File: src/rtl/core/cist_pkg.sv
`timescale 1ns / 1ps
`default_nettype none
// ----------------------------------------------------------------------------
// cist_pkg
// Shared types and constants for the compacting identifier set table.
// ----------------------------------------------------------------------------
package cist_pkg;

    localparam int CAPACITY = 16;
    localparam int ADDR_W   = (CAPACITY > 1) ? $clog2(CAPACITY) : 1;
    localparam int CNT_W    = $clog2(CAPACITY + 1);
    localparam int ID_W     = 32;
    localparam int SLOT_W   = 6;
    localparam int POS_W    = 6;
    localparam int OCNT_W   = 7;
    localparam int IN_W     = 40;
    localparam int OUT_W    = 48;

    localparam logic [ID_W-1:0] NO_ID = '1;

    typedef enum logic [1:0] {
        CMD_APPEND = 2'd0,
        CMD_DELETE = 2'd1,
        CMD_FIND   = 2'd2,
        CMD_READ   = 2'd3
    } t_cmd;

    typedef enum logic [2:0] {
        ST_IDLE,
        ST_EXEC,
        ST_SCAN,
        ST_SHIFT,
        ST_READ,
        ST_DONE
    } t_state;

    // input word, slot_index in the top bits, cmd in the lowest
    typedef struct packed {
        logic [SLOT_W-1:0] slot_index;
        logic [ID_W-1:0]   item_id;
        t_cmd              cmd;
    } t_in_word;

    // result word, status in the lowest bit
    typedef struct packed {
        logic [OCNT_W-1:0] entry_count;
        logic [ID_W-1:0]   read_id;
        logic [POS_W-1:0]  found_position;
        logic              found;
        logic              status;
    } t_result;

endpackage
`default_nettype wire

File: src/rtl/core/cist_ram.sv
`timescale 1ns / 1ps
`default_nettype none
// ----------------------------------------------------------------------------
// cist_ram
// Generic single-write, single-read RAM with registered read data.
// ----------------------------------------------------------------------------
module cist_ram #(
    parameter int WIDTH = 32,
    parameter int DEPTH = 16,
    parameter int AW    = (DEPTH > 1) ? $clog2(DEPTH) : 1
) (
    input  wire logic                   i_clk,
    input  wire logic                   i_wr_en,
    input  wire logic [AW-1:0]          i_wr_addr,
    input  wire logic [WIDTH-1:0]       i_wr_data,
    input  wire logic [AW-1:0]          i_rd_addr,
    output logic      [WIDTH-1:0]       o_rd_data
);

    logic [WIDTH-1:0] r_mem [DEPTH];
    logic [WIDTH-1:0] r_rd_data;

    always_ff @(posedge i_clk) begin
        if (i_wr_en) begin
            r_mem[i_wr_addr] <= i_wr_data;
        end
        r_rd_data <= r_mem[i_rd_addr];
    end

    assign o_rd_data = r_rd_data;

endmodule
`default_nettype wire

File: src/rtl/core/cist_ctrl.sv
`timescale 1ns / 1ps
`default_nettype none
// ----------------------------------------------------------------------------
// cist_ctrl
// Command sequencer: one shared identifier comparator walks the store,
// then the same read port feeds a compaction pass for delete.
// ----------------------------------------------------------------------------
module cist_ctrl
    import cist_pkg::*;
(
    input  wire logic     i_clk,
    input  wire logic     i_rst_n,
    input  wire logic     i_in_valid,
    output logic          o_in_ready,
    input  wire t_in_word i_in_word,
    output logic          o_res_valid,
    input  wire logic     i_res_ready,
    output t_result       o_res
);

    t_state             r_state, n_state;
    logic [CNT_W-1:0]   r_count, n_count;
    t_cmd               r_cmd, n_cmd;
    logic [ID_W-1:0]    r_key, n_key;
    logic [SLOT_W-1:0]  r_slot, n_slot;
    logic [CNT_W-1:0]   r_ptr, n_ptr;
    logic               r_pend, n_pend;
    logic [ADDR_W-1:0]  r_pend_addr, n_pend_addr;
    logic               r_status, n_status;
    logic               r_found, n_found;
    logic [POS_W-1:0]   r_pos, n_pos;
    logic [ID_W-1:0]    r_rid, n_rid;

    logic               w_wr_en;
    logic [ADDR_W-1:0]  w_wr_addr;
    logic [ID_W-1:0]    w_wr_data;
    logic [ADDR_W-1:0]  w_rd_addr;
    logic [ID_W-1:0]    w_rd_data;
    logic               w_hit;
    logic               w_issue;

    cist_ram #(
        .WIDTH (ID_W),
        .DEPTH (CAPACITY)
    ) u_store (
        .i_clk     (i_clk),
        .i_wr_en   (w_wr_en),
        .i_wr_addr (w_wr_addr),
        .i_wr_data (w_wr_data),
        .i_rd_addr (w_rd_addr),
        .o_rd_data (w_rd_data)
    );

    // shared compare: data read last cycle against the key
    assign w_hit   = r_pend && (w_rd_data == r_key);
    assign w_issue = (r_ptr < r_count);

    always_ff @(posedge i_clk) begin
        if (!i_rst_n) begin
            r_state <= ST_IDLE;
            r_count <= '0;
            r_pend  <= 1'b0;
        end else begin
            r_state <= n_state;
            r_count <= n_count;
            r_pend  <= n_pend;
        end
    end

    always_ff @(posedge i_clk) begin
        r_cmd       <= n_cmd;
        r_key       <= n_key;
        r_slot      <= n_slot;
        r_ptr       <= n_ptr;
        r_pend_addr <= n_pend_addr;
        r_status    <= n_status;
        r_found     <= n_found;
        r_pos       <= n_pos;
        r_rid       <= n_rid;
    end

    always_comb begin
        n_state     = r_state;
        n_count     = r_count;
        n_cmd       = r_cmd;
        n_key       = r_key;
        n_slot      = r_slot;
        n_ptr       = r_ptr;
        n_pend      = 1'b0;
        n_pend_addr = r_ptr[ADDR_W-1:0];
        n_status    = r_status;
        n_found     = r_found;
        n_pos       = r_pos;
        n_rid       = r_rid;
        w_wr_en     = 1'b0;
        w_wr_addr   = r_count[ADDR_W-1:0];
        w_wr_data   = r_key;
        w_rd_addr   = r_ptr[ADDR_W-1:0];
        o_in_ready  = 1'b0;
        o_res_valid = 1'b0;

        case (r_state)
            ST_IDLE: begin
                o_in_ready = 1'b1;
                if (i_in_valid) begin
                    n_cmd    = i_in_word.cmd;
                    n_key    = i_in_word.item_id;
                    n_slot   = i_in_word.slot_index;
                    n_status = 1'b1;
                    n_found  = 1'b0;
                    n_pos    = '0;
                    n_rid    = NO_ID;
                    n_state  = ST_EXEC;
                end
            end
            ST_EXEC: begin
                case (r_cmd)
                    CMD_APPEND: begin
                        if (r_key != NO_ID && r_count < CNT_W'(CAPACITY)) begin
                            w_wr_en  = 1'b1;
                            n_count  = r_count + CNT_W'(1);
                            n_status = 1'b0;
                        end
                        n_state = ST_DONE;
                    end
                    CMD_READ: begin
                        w_rd_addr = r_slot[ADDR_W-1:0];
                        if (OCNT_W'(r_slot) < OCNT_W'(r_count)) begin
                            n_state = ST_READ;
                        end else begin
                            n_state = ST_DONE;
                        end
                    end
                    default: begin
                        if (r_key == NO_ID || r_count == '0) begin
                            n_state = ST_DONE;
                        end else begin
                            n_ptr   = '0;
                            n_state = ST_SCAN;
                        end
                    end
                endcase
            end
            ST_SCAN: begin
                if (w_issue) begin
                    n_pend = 1'b1;
                    n_ptr  = r_ptr + CNT_W'(1);
                end
                if (w_hit) begin
                    n_pos  = POS_W'(r_pend_addr);
                    n_pend = 1'b0;
                    if (r_cmd == CMD_FIND) begin
                        n_found  = 1'b1;
                        n_status = 1'b0;
                        n_state  = ST_DONE;
                    end else begin
                        // pull entries above the match down by one
                        n_ptr   = CNT_W'(r_pend_addr) + CNT_W'(1);
                        n_state = ST_SHIFT;
                    end
                end else if (!w_issue && !r_pend) begin
                    n_state = ST_DONE;
                end
            end
            ST_SHIFT: begin
                if (w_issue) begin
                    n_pend = 1'b1;
                    n_ptr  = r_ptr + CNT_W'(1);
                end
                if (r_pend) begin
                    w_wr_en   = 1'b1;
                    w_wr_addr = r_pend_addr - ADDR_W'(1);
                    w_wr_data = w_rd_data;
                end
                if (!w_issue && !r_pend) begin
                    n_pos    = '0;
                    n_count  = r_count - CNT_W'(1);
                    n_status = 1'b0;
                    n_state  = ST_DONE;
                end
            end
            ST_READ: begin
                n_rid    = w_rd_data;
                n_status = 1'b0;
                n_state  = ST_DONE;
            end
            ST_DONE: begin
                o_res_valid = 1'b1;
                if (i_res_ready) begin
                    n_state = ST_IDLE;
                end
            end
            default: begin
                n_state = ST_IDLE;
            end
        endcase
    end

    always_comb begin
        o_res.status         = r_status;
        o_res.found          = r_found;
        o_res.found_position = r_found ? r_pos : '0;
        o_res.read_id        = r_rid;
        o_res.entry_count    = OCNT_W'(r_count);
    end

endmodule
`default_nettype wire

File: src/rtl/core/compacting_id_set_table.sv
`timescale 1ns / 1ps
`default_nettype none
// ----------------------------------------------------------------------------
// compacting_id_set_table
// Packed list of identifiers with append, delete, find and read commands.
// ----------------------------------------------------------------------------
// One command is taken at a time; s_axis_tready is low while it runs. Append
// and a command rejected before any store access go straight from the
// execute state to the result, read passes through a read state, find
// scans the entries up to the match, and delete scans up to the match and
// then compacts the entries above it. The next command is accepted once
// its result has been handed to the output register. The scan runs
// through the single read port of the identifier store, which delivers
// one entry per cycle to the one shared comparator.
// The store needs no clearing pass: entries above the count are never
// returned. A finished result waits in the output register while the next
// command is accepted.
// ----------------------------------------------------------------------------
module compacting_id_set_table
    import cist_pkg::*;
(
    input  wire logic             i_clk,
    input  wire logic             i_rst_n,
    input  wire logic             s_axis_tvalid,
    output logic                  s_axis_tready,
    // cmd[1:0], item_id[33:2], slot_index[39:34]
    input  wire logic [IN_W-1:0]  s_axis_tdata,
    output logic                  m_axis_tvalid,
    input  wire logic             m_axis_tready,
    // status[0], found[1], found_position[7:2], read_id[39:8],
    // entry_count[46:40], zero pad[47]
    output logic      [OUT_W-1:0] m_axis_tdata
);

    t_result w_res;
    logic    w_res_valid;
    logic    w_res_ready;
    logic    r_out_vld;
    t_result r_out;

    cist_ctrl u_ctrl (
        .i_clk       (i_clk),
        .i_rst_n     (i_rst_n),
        .i_in_valid  (s_axis_tvalid),
        .o_in_ready  (s_axis_tready),
        .i_in_word   (t_in_word'(s_axis_tdata)),
        .o_res_valid (w_res_valid),
        .i_res_ready (w_res_ready),
        .o_res       (w_res)
    );

    // load a new word when the register is empty or drains this cycle
    assign w_res_ready = !r_out_vld || m_axis_tready;

    always_ff @(posedge i_clk) begin
        if (!i_rst_n) begin
            r_out_vld <= 1'b0;
        end else if (w_res_ready) begin
            r_out_vld <= w_res_valid;
        end
    end

    always_ff @(posedge i_clk) begin
        if (w_res_ready && w_res_valid) begin
            r_out <= w_res;
        end
    end

    assign m_axis_tvalid = r_out_vld;
    assign m_axis_tdata  = {1'b0, r_out};

endmodule
`default_nettype wire

File: config.mk
export PLATFORM = sky130hd
export DESIGN_NAME = compacting_id_set_table
export DESIGN_NICKNAME = d
export VERILOG_FILES = /design/src/rtl/core/cist_pkg.sv /design/src/rtl/core/cist_ram.sv /design/src/rtl/core/cist_ctrl.sv /design/src/rtl/core/compacting_id_set_table.sv
export SDC_FILE = /design/constraint.sdc
export NUM_CORES = 1
export LEC_CHECK = 0
export BUFFER_PORTS_ARGS = -buffer_cell sky130_fd_sc_hd__buf_2
export CORE_MARGIN = 5
export CORE_UTILIZATION = 50
export CTS_BUF_LIST = sky130_fd_sc_hd__clkbuf_4 sky130_fd_sc_hd__clkbuf_8
export DETAILED_ROUTE_END_ITERATION = 8
export PLACE_DENSITY = 0.67
export SLEW_MARGIN = 25
export SYNTH_ARGS = -nofsm -noshare
export SYNTH_HDL_FRONTEND = slang
export SYNTH_SLANG_ARGS = --single-unit
File: constraint.sdc
create_clock -name i_clk -period 5.2 [get_ports i_clk]
set_input_delay 1.04 -clock i_clk [delete_from_list [all_inputs] [get_ports i_clk]]
set_output_delay 1.04 -clock i_clk [all_outputs]
set_load 0.005 [all_outputs]
==> impl_metrics.yaml, run 1 <==
synth:
  synth-seq-cells: 684
  synth-main-ff-cell: "edfxtp_1"
  yosys-top-cells-area: "edfxtp_1, nand2_1, dfxtp_1"
  synth_async_sr_flop_share_pct: 0
  avgSynthCellArea_um2: 13.8
  syn_area_um2: 26800
  ys_warn_count: 0
  synthDistinctLibCells: 53
  synthCells: 1937
  synth_top_area_share_pct: 71.4
  synth_edf_count: 638
  seq_area_frac_synth_pct: 74.9
  synth_largest_area_cell: "edfxtp_1"
global_routing:
  grt_overflow: 0
  grt_pass1_wl_um: 104000
  grt_max_degree: 139
  track_usage_pct: 23.5
  antenna_found_initial: 5
  grt_pass1_vias: 16500
floorplanning:
  die_height_um: 242
  rows: 84
  die_x_um: 242
  start_util_pct: 50.7
  io_pins: 94
  die_area_um2: 58400
  placeableCoreArea_um2: 52900
setup_path:
  reg2reg_setup_slack_ns: 1.17
  r2r_start: "u_ctrl.r_state[0]"
  startpoint_type: "register"
  path_max_fanout: 24
  critPathKind: "reg2reg"
  crit_start: "u_ctrl.r_state[0]"
  crit_path_end: "u_ctrl.u_store.r_mem[1][5]"
  end_kind: "register"
  cp_data_required_time_ns: 5.59
  r2r_end: "u_ctrl.u_store.r_mem[1][5]"
  crit_arrival_ns: 4.41
  worstRegToRegCells: 8
sta:
  finalCritPeriodShare_pct: 77.4
  setup_viol_count_final: 0
  final.min_clock_period_ns: 4.03
  fmax_ghz: 0.248
  max_slew.worst_pin.slew_ns: 1.06
  tns_ns: 0
  rsz0062_at_grt: "false"
  max_slew_margin_pct: 29.6
  finClkSkew_ns: 0.0349
  finalMaxSlewViolations: 0
  hold_viol_final: 0
clock_network:
  cts_buffer_depth: 3
  cts_tree: "done"
  clock_sinks: 684
  cts_buffers: 106
  postCtsSetupBuffers: 0
  ctsHoldBuffers: 0
  clk_latency_ns: 0.70
  ctsResizeCount: 0
  root_buffer: "clkbuf_8"
  htree_levels: 3
  cts.reportedPaths.clkPinSlew_ns: 0.06
worst_hold_path:
  hp-class: "reg2reg"
  whs_path_depth: 0
routing:
  num_vias: 16900
  wirelength_um: 70000
  final_antenna_net_count: 0
  drt-pass1-iter-count: 6
  drtIter0Drc: 2225
  wl_per_cell_um: 24.4
  drc_errors: 0
  vias_per_cell: 5.90
pwr:
  p_leak_nw: 10.5
  power_density_nw_per_um2: 383
  ir_drop_mv: 0.217
placement:
  placement.io_buffers: 88
  dpl.hpwl_um: 41000
  gp_congestion: 0.939
status:
  status: "finished, final reports clean"
flow_run:
  drv_cap: 0
cells_and_area:
  finalNetCount: 2149
  final_util_pct: 57.6
  area_delta_synth_final_pct: 13.6
  drive_gt1_share_pct: 16.1
## per-stage QoR
stage / total power [W] / area, µm² / cells / hold WS (ns) / setup WS (ns)
finish: 0.0117 / 30500 / 2864 / 0.414 / 1.17
global route: 0.0121 / 30500 / 2864 / 0.425 / 0.956
CTS: 0.0117 / 30400 / 2862 / 0.414 / 1.25
detailed placement: 0.00729 / 28300 / 2666 / 0.405 / 1.31
global placement: 0.00727 / 28300 / 2666 / 0.407 / 1.42
floorplan: 0.00693 / 26800 / 1941 / 0.400 / 1.67
## layout by cell type (no fill, tap or decap), types with 3 or more instances in the layout
cell,synthesis,routed
a31oi_1,29,29
a21boi_0,3,3
ha_1,17,17
or3_1,9,9
buf_12,0,4
clkbuf_4,0,39
nor4_1,13,12
clkinvlp_4,0,3
inv_1,15,15
a21oi_1,68,68
o21a_1,3,3
buf_4,12,46
mux2i_1,71,70
conb_1,1,5
nor3_1,11,11
nor2_1,30,13
or4_1,15,15
nor2b_1,5,5
buf_2,39,88
nand4_1,40,40
nand2_1,504,504
edfxtp_1,638,638
and3_1,16,16
xor2_1,6,6
o21ai_0,22,22
a21o_1,3,3
o22ai_1,15,15
clkbuf_8,0,125
nand2b_1,36,36
clkinv_2,0,12
dfxtp_1,46,46
a32oi_1,36,36
nor2_4,0,21
xnor2_1,38,38
nand3_1,101,101
clkinv_1,0,17
mux2_2,4,3
and2_1,11,10
## logic make-up after synthesis
| group | Yosys count | synth area share, % |
|---|---|---|
| buf+inv | 116 | 1.97 |
| xor+xnor | 44 | 1.44 |
| compound gates | 198 | 4.74 |
| flops | 684 | 74.9 |
| mux | 75 | 2.82 |
| simple gates | 801 | 13.3 |
| fa+ha+maj | 18 | 0.868 |
| other cells | 1 | 0.0140 |
## flip-flops by register name, summed over array words and instances, names as in the netlist, 3 cells and up
signal,flops
u_ctrl.r_key,32
u_ctrl.r_ptr,5
u_ctrl.r_pend_addr,4
u_ctrl.r_rid,32
u_ctrl.r_state,3
u_ctrl.u_store.r_mem,512
u_ctrl.u_store.o_rd_data,32
u_ctrl.r_count,5
m_axis_tdata,43
u_ctrl.r_pos,4
u_ctrl.r_slot,6
## where the power goes
| part | internal [W] | switching, W |
|---|---|---|
| sequential | 0.00625 | 0.000134 |
| clock | 0.00245 | 0.00202 |
| combinational | 0.000239 | 0.000580 |
| total | 0.00894 | 0.00273 |
## critical path, stage by stage, from the launching register on
cell	delay (ns)
dfxtp_1	0.77
nor2b_1	0.36
nand2_1	0.19
inv_1	0.22
and2_1	0.47
nor2_1	0.15
or3_1	0.52
nor2_4	0.69
buf_4	0.34
## how the worst min path moves through the flow
stage                     slack, ns        startpoint                to
after detailed placement       0.40  u_ctrl.r_rid[10]  m_axis_tdata[18]
after CTS                      0.41  u_ctrl.r_rid[30]  m_axis_tdata[38]
after floorplan                0.40   u_ctrl.r_status   m_axis_tdata[0]
after global placement         0.41  u_ctrl.r_rid[15]  m_axis_tdata[23]
final                          0.41  u_ctrl.r_rid[30]  m_axis_tdata[38]
after global routing           0.42  u_ctrl.r_rid[10]  m_axis_tdata[18]
## metal layers
metal | track usage, % | routed length (µm) | vias up
li1 | - | - | 7461
met1 | 32.8 | 27900 | 8278
met2 | 36.0 | 31800 | 989
met3 | 5.53 | 7840 | 164
met4 | 9.43 | 2470 | 4
met5 | 0 | 25 | -
## synthesized netlist by cell type (12+ instances only)
master	n
inv_1	15
or4_1	15
nor2_1	30
ha_1	17
and3_1	16
nand3_1	101
a31oi_1	29
clkbuf_1	41
nand2b_1	36
o21ai_0	22
o22ai_1	15
a32oi_1	36
nand2_1	504
buf_2	39
xnor2_1	38
dfxtp_1	46
buf_4	12
a21oi_1	68
nor4_1	13
edfxtp_1	638
mux2i_1	71
nand4_1	40
## final cells by class
type / instances / area [µm²]
tap: 688 / 861
timing repair buffer: 139 / 893
clock buffer: 164 / 2010
sequential: 684 / 20100
antenna: 1 / 2.50
fill: 4092 / 22400
multi-input combinational: 1141 / 6410
clock inverter: 32 / 146
inverter: 15 / 56.3
Power figures use the tool's default switching activity.
==> run 2, diff against run 1 <==
--- a/config.mk
+++ b/config.mk
@@ -10,7 +10,7 @@
 export CORE_UTILIZATION = 50
 export CTS_BUF_LIST = sky130_fd_sc_hd__clkbuf_4 sky130_fd_sc_hd__clkbuf_8
 export DETAILED_ROUTE_END_ITERATION = 8
-export PLACE_DENSITY = 0.67
+export PLACE_DENSITY = 0.69
 export SLEW_MARGIN = 25
 export SYNTH_ARGS = -nofsm -noshare
 export SYNTH_HDL_FRONTEND = slang
==> constraint.sdc (replaced) <==
create_clock -name i_clk -period 3.6 [get_ports i_clk]
set_input_delay 0.72 -clock i_clk [delete_from_list [all_inputs] [get_ports i_clk]]
set_output_delay 0.72 -clock i_clk [all_outputs]
set_load 0.005 [all_outputs]
==> run 2 against run 1 <==
  * Worst setup slack got worse by 0.76 ns
  * Combinational power rose by 54%
  * Largest cell class unchanged
  * Utilization rose by 0.56 points
  * Sequential power rose by 44%
  * Clock power rose by 45%
  * Critical endpoint is now u_ctrl.u_store.r_mem[5][18]
  * Clock skew fell by 0.0076 ns
  * Die area did not move
  * Non-clock buffer count rose by 12
  * Highest routed layer unchanged
==> impl_metrics.yaml, run 2 (synthesis gave the netlist of run 1 again) <==
floorplanning:
  io_pins: 94
  placeableCoreArea_um2: 52900
  rows: 84
  die_area_um2: 58400
  start_util_pct: 50.7
  die_x_um: 242
  die_height_um: 242
global_routing:
  grt_overflow: 0
  antenna_found_initial: 8
  grt_pass1_vias: 16400
  grt_max_degree: 68
  track_usage_pct: 22.3
  grt_pass1_wl_um: 101000
setup_path:
  crit_slowest_cell: "or3_1"
  cp_data_required_time_ns: 3.96
  critPathKind: "reg2reg"
  cp_cell_sequence: "nor2b_1, nand2_1, inv_1, nand2_1, nand2_1, o21ai_0, or3_1, nor2_4, buf_12"
  startpoint_type: "register"
  slowest_delay_ns: 0.58
  crit_arrival_ns: 3.55
  crit_top_cell: "nand2_1"
  path_max_fanout: 24
  reg2reg_setup_slack_ns: 0.42
  end_kind: "register"
pwr:
  ir_drop_mv: 0.272
  seqPwrFrac_pct: 54.2
  swShare_pct: 23.5
  internal-power_w: 0.0130
  switchingPower_w: 0.00397
  power_density_nw_per_um2: 551
  power_frac_comb_pct: 7.4
  p_leak_nw: 10.6
  power_frac_clock_pct: 38.4
sta:
  hold_viol_final: 0
  max_slew.worst_pin.slew_ns: 0.841
  finalMaxSlewViolations: 0
  setup_viol_count_final: 0
  tns_ns: 0
  finClkSkew_ns: 0.0273
  final.min_clock_period_ns: 3.18
  fmax_ghz: 0.314
  finalCritPeriodShare_pct: 88.4
  max_slew_margin_pct: 43.4
  rsz0062_at_grt: "false"
routing:
  num_vias: 16700
  wirelength_um: 66800
  drt-pass1-iter-count: 6
  drc_errors: 0
  wl_per_cell_um: 23.3
  drtIter0Drc: 1741
  final_antenna_net_count: 0
  vias_per_cell: 5.80
placement:
  dpl.hpwl_um: 42600
  gp_congestion: 0.912
  placement.io_buffers: 88
clock_network:
  ctsResizeCount: 0
  cts_buffer_depth: 3
  cts.reportedPaths.clkPinSlew_ns: 0.06
  cts_tree: "done"
  clk_latency_ns: 0.70
  cts_buffers: 105
  clock_sinks: 684
  postCtsSetupBuffers: 0
  ctsHoldBuffers: 0
  htree_levels: 3
  root_buffer: "clkbuf_8"
cells_and_area:
  area_delta_synth_final_pct: 14.7
  drive_gt1_share_pct: 16.0
  final_cell_mix: "edfxtp_1, nand2_1, clkbuf_8"
  largest_register_ffs: 512
  final_util_pct: 58.2
  final_common_cell: "edfxtp_1"
  fill_cells: 4099
  regMostFlops: "u_ctrl.u_store.r_mem"
  finalNetCount: 2160
flow_run:
  drv_cap: 0
status:
  status: "finished, final reports clean"
worst_hold_path:
  hp-class: "in2reg"
## run 2: layout make-up
cell class                      count  area, µm²  share of cell area [%]
Antenna cell                        1       2.50                 0.00813
Clock buffer                      139       1730                    5.63
Clock inverter                     52        402                    1.31
Inverter                           15       56.3                   0.183
Sequential cell                   684      20100                    65.3
Timing Repair Buffer              151       1220                    3.97
Multi-Input combinational cell   1141       6410                    20.8
Tap cell                          688        861                    2.80
## run 2: power groups by stage
stage                     Sequential (W)  Clock (W)  Combinational, W
after detailed placement         0.00934          0           0.00124
after floorplan                  0.00927          0          0.000744
after CTS                        0.00918    0.00662           0.00124
after global placement           0.00934          0           0.00121
final                            0.00918    0.00650           0.00126
after global routing             0.00919    0.00701           0.00135
## run 2: stage by stage
step	hold slack, ns	instance area, µm²	total power (W)	std cells	setup WS (ns)
2_1_floorplan	0.400	26800	0.0100	1941	0.0667
3_3_place_gp	0.405	28600	0.0105	2678	0.573
3_5_place_dp	0.405	28600	0.0106	2679	0.498
4_1_cts	0.154	30800	0.0170	2870	0.478
5_1_grt	0.180	30800	0.0175	2871	0.223
6_report	0.217	30800	0.0169	2871	0.418
## run 2: path summary, 6_finish.rpt
path / from / end / cells after the start
worst max register to register: u_ctrl.r_state[0] / u_ctrl.u_store.r_mem[5][18] / 9
worst min-delay path: s_axis_tdata[39] / u_ctrl.r_slot[5] / 1
worst max-delay path: u_ctrl.r_state[0] / u_ctrl.u_store.r_mem[5][18] / 9
worst min register to register: u_ctrl.r_rid[0] / m_axis_tdata[8] / 0
## run 2: critical path: cells and delay by family, from the launching register on
family                 cells  cell delay [ns]
buffers and inverters      2             0.47
AND/OR/NAND/NOR            6             1.91
flip-flops                 1             0.34
AO/OA/AOI/OAI              1             0.12
## run 2: layer usage
metal	global-route usage, %	wire [µm]	up-vias	part of all wire [%]
met5	0	13	-	0.019
met4	7.07	1510	2	2.3
met3	4.57	6420	107	9.6
met2	34.6	30600	812	46
met1	32.3	28300	8251	42
li1	-	-	7492	-
==> run 3, diff against run 2 <==
--- a/config.mk
+++ b/config.mk
@@ -10,7 +10,7 @@
 export CORE_UTILIZATION = 50
 export CTS_BUF_LIST = sky130_fd_sc_hd__clkbuf_4 sky130_fd_sc_hd__clkbuf_8
 export DETAILED_ROUTE_END_ITERATION = 8
-export PLACE_DENSITY = 0.69
+export PLACE_DENSITY = 0.67
 export SLEW_MARGIN = 25
 export SYNTH_ARGS = -nofsm -noshare
 export SYNTH_HDL_FRONTEND = slang
==> constraint.sdc (replaced) <==
create_clock -name i_clk -period 3.38 [get_ports i_clk]
set_input_delay 0.676 -clock i_clk [delete_from_list [all_inputs] [get_ports i_clk]]
set_output_delay 0.676 -clock i_clk [all_outputs]
set_load 0.005 [all_outputs]
==> run 3 against run 2 <==
  * Register-to-register slack worse by 0.28 ns
  * Design area rose by 1.5%
  * Cell count grew 1.3%
  * Utilization grew 0.86 points
  * Clock power grew 8.3%
  * Global-route usage increased by 0.46 points
  * Power is 7.5% higher
  * Via count increased by 0.44%
==> impl_metrics.yaml, run 3 (synthesis gave the netlist of run 1 again) <==
global_routing:
  grt_pass1_vias: 16600
  antenna_found_initial: 3
  track_usage_pct: 22.8
  grt_overflow: 0
  grt_max_degree: 69
  grt_pass1_wl_um: 102000
routing:
  drtIter0Drc: 2040
  vias_per_cell: 5.76
  drt-pass1-iter-count: 6
  drc_errors: 0
  wl_per_cell_um: 23.3
  final_antenna_net_count: 0
  wirelength_um: 67800
  num_vias: 16700
cells_and_area:
  finalNetCount: 2197
  seq_area_um2: 20100
  area_delta_synth_final_pct: 16.4
  drive_gt1_share_pct: 17.9
  largest_register_ffs: 512
  regMostFlops: "u_ctrl.u_store.r_mem"
  final_util_pct: 59.1
  multi_input_area_um2: 6430
  final_common_cell: "edfxtp_1"
  final_cell_mix: "edfxtp_1, nand2_1, clkbuf_8"
  fill_cells: 4017
placement:
  placement.io_buffers: 88
  gp_congestion: 0.949
  dpl.hpwl_um: 44100
flow_run:
  drv_cap: 0
pwr:
  p_leak_nw: 10.8
  totalPowerFinal_w: 0.0182
  ir_drop_mv: 0.270
  power_density_nw_per_um2: 583
sta:
  rsz0062_at_grt: "false"
  max_slew_margin_pct: 46.3
  fmax_ghz: 0.308
  finalMaxSlewViolations: 0
  finalCritPeriodShare_pct: 95.9
  finClkSkew_ns: 0.0228
  tns_ns: 0
  hold_viol_final: 0
  max_slew.worst_pin.slew_ns: 0.803
  setup_viol_count_final: 0
  final.min_clock_period_ns: 3.24
  hold-worst-slack_ns: 0.151
setup_path:
  critPathKind: "reg2reg"
  crit_arrival_ns: 3.63
  reg2reg_setup_slack_ns: 0.14
  startpoint_type: "register"
  path_max_fanout: 18
  end_kind: "register"
  cp_data_required_time_ns: 3.77
floorplanning:
  die_height_um: 242
  placeableCoreArea_um2: 52900
  die_area_um2: 58400
  io_pins: 94
  rows: 84
  start_util_pct: 50.7
  die_x_um: 242
clock_network:
  clk_latency_ns: 0.70
  cts_tree: "done"
  ctsHoldBuffers: 0
  clock_sinks: 684
  root_buffer: "clkbuf_8"
  htree_levels: 3
  cts.reportedPaths.clkPinSlew_ns: 0.07
  cts_buffers: 106
  postCtsSetupBuffers: 0
  cts_buffer_depth: 3
status:
  status: "finished, final reports clean"
worst_hold_path:
  hp-class: "in2reg"
[run 3: cell types whose count changed in the layout (fill, tap and decap cells not counted), moves of 2 or more]
cell	previous run	this run
clkbuf_8	110	117
clkinv_1	24	12
clkinvlp_4	2	6
nor2_4	21	23
clkbuf_4	29	39
buf_12	23	12
bufinv_16	6	4
clkinv_2	17	11
buf_4	39	71
buf_16	1	14
[run 3: path summary, 6_finish.rpt]
check                                       from                      endpoint  cells after the start
worst max-delay path            u_ctrl.r_key[18]  u_ctrl.u_store.r_mem[10][23]                      8
worst min register to register   u_ctrl.r_rid[7]              m_axis_tdata[15]                      0
worst min-delay path             s_axis_tdata[1]               u_ctrl.r_cmd[1]                      1
worst max register to register  u_ctrl.r_key[18]  u_ctrl.u_store.r_mem[10][23]                      8
[run 3: layout make-up]
type | count | share of cell area, %
timing repair buffer | 185 | 5.12
multi-input combinational | 1143 | 20.6
clock buffer | 156 | 6.10
inverter | 15 | 0.180
clock inverter | 35 | 0.914
tap | 688 | 2.76
antenna | 1 | 0.00802
sequential | 684 | 64.3
[run 3: per-layer routing]
metal,vias up,global-route usage (%),routed length (µm)
met4,0,7.40,1570
met1,8242,33.2,28800
met5,-,0,0
met3,100,5.14,6650
met2,830,34.6,30800
li1,7566,-,-
[run 3: where the power goes]
part / total, W / internal [W] / switching, W
registers: 0.00974 / 0.00961 / 0.000132
clock network: 0.00704 / 0.00391 / 0.00313
logic: 0.00143 / 0.000435 / 0.000991
[run 3: metrics by stage]
step                instance area (µm²)  instances  setup WS (ns)
floorplan                         26800       1941         -0.153
global placement                  28600       2697         -0.101
detailed placement                28900       2710        -0.0608
CTS                               31100       2902         0.0355
global route                      31200       2907        0.00756
finish                            31200       2907          0.138
[run 3: what timing repair did]
action,in CTS,in global routing
pin swaps,2,1
cloned,1,1
endpoints found under the setup margin,154,43
gates resized for setup,2,1
[run 3: critical path, cell delays in order (launching register included)]
cell and delay (ns):
edfxtp_1 0.43, nand4_1 0.16, nor4_1 0.07, buf_4 0.15
a2111oi_1 0.48, nor2_1 0.16, or3_1 0.58, nor2_4 0.64
buf_16 0.24
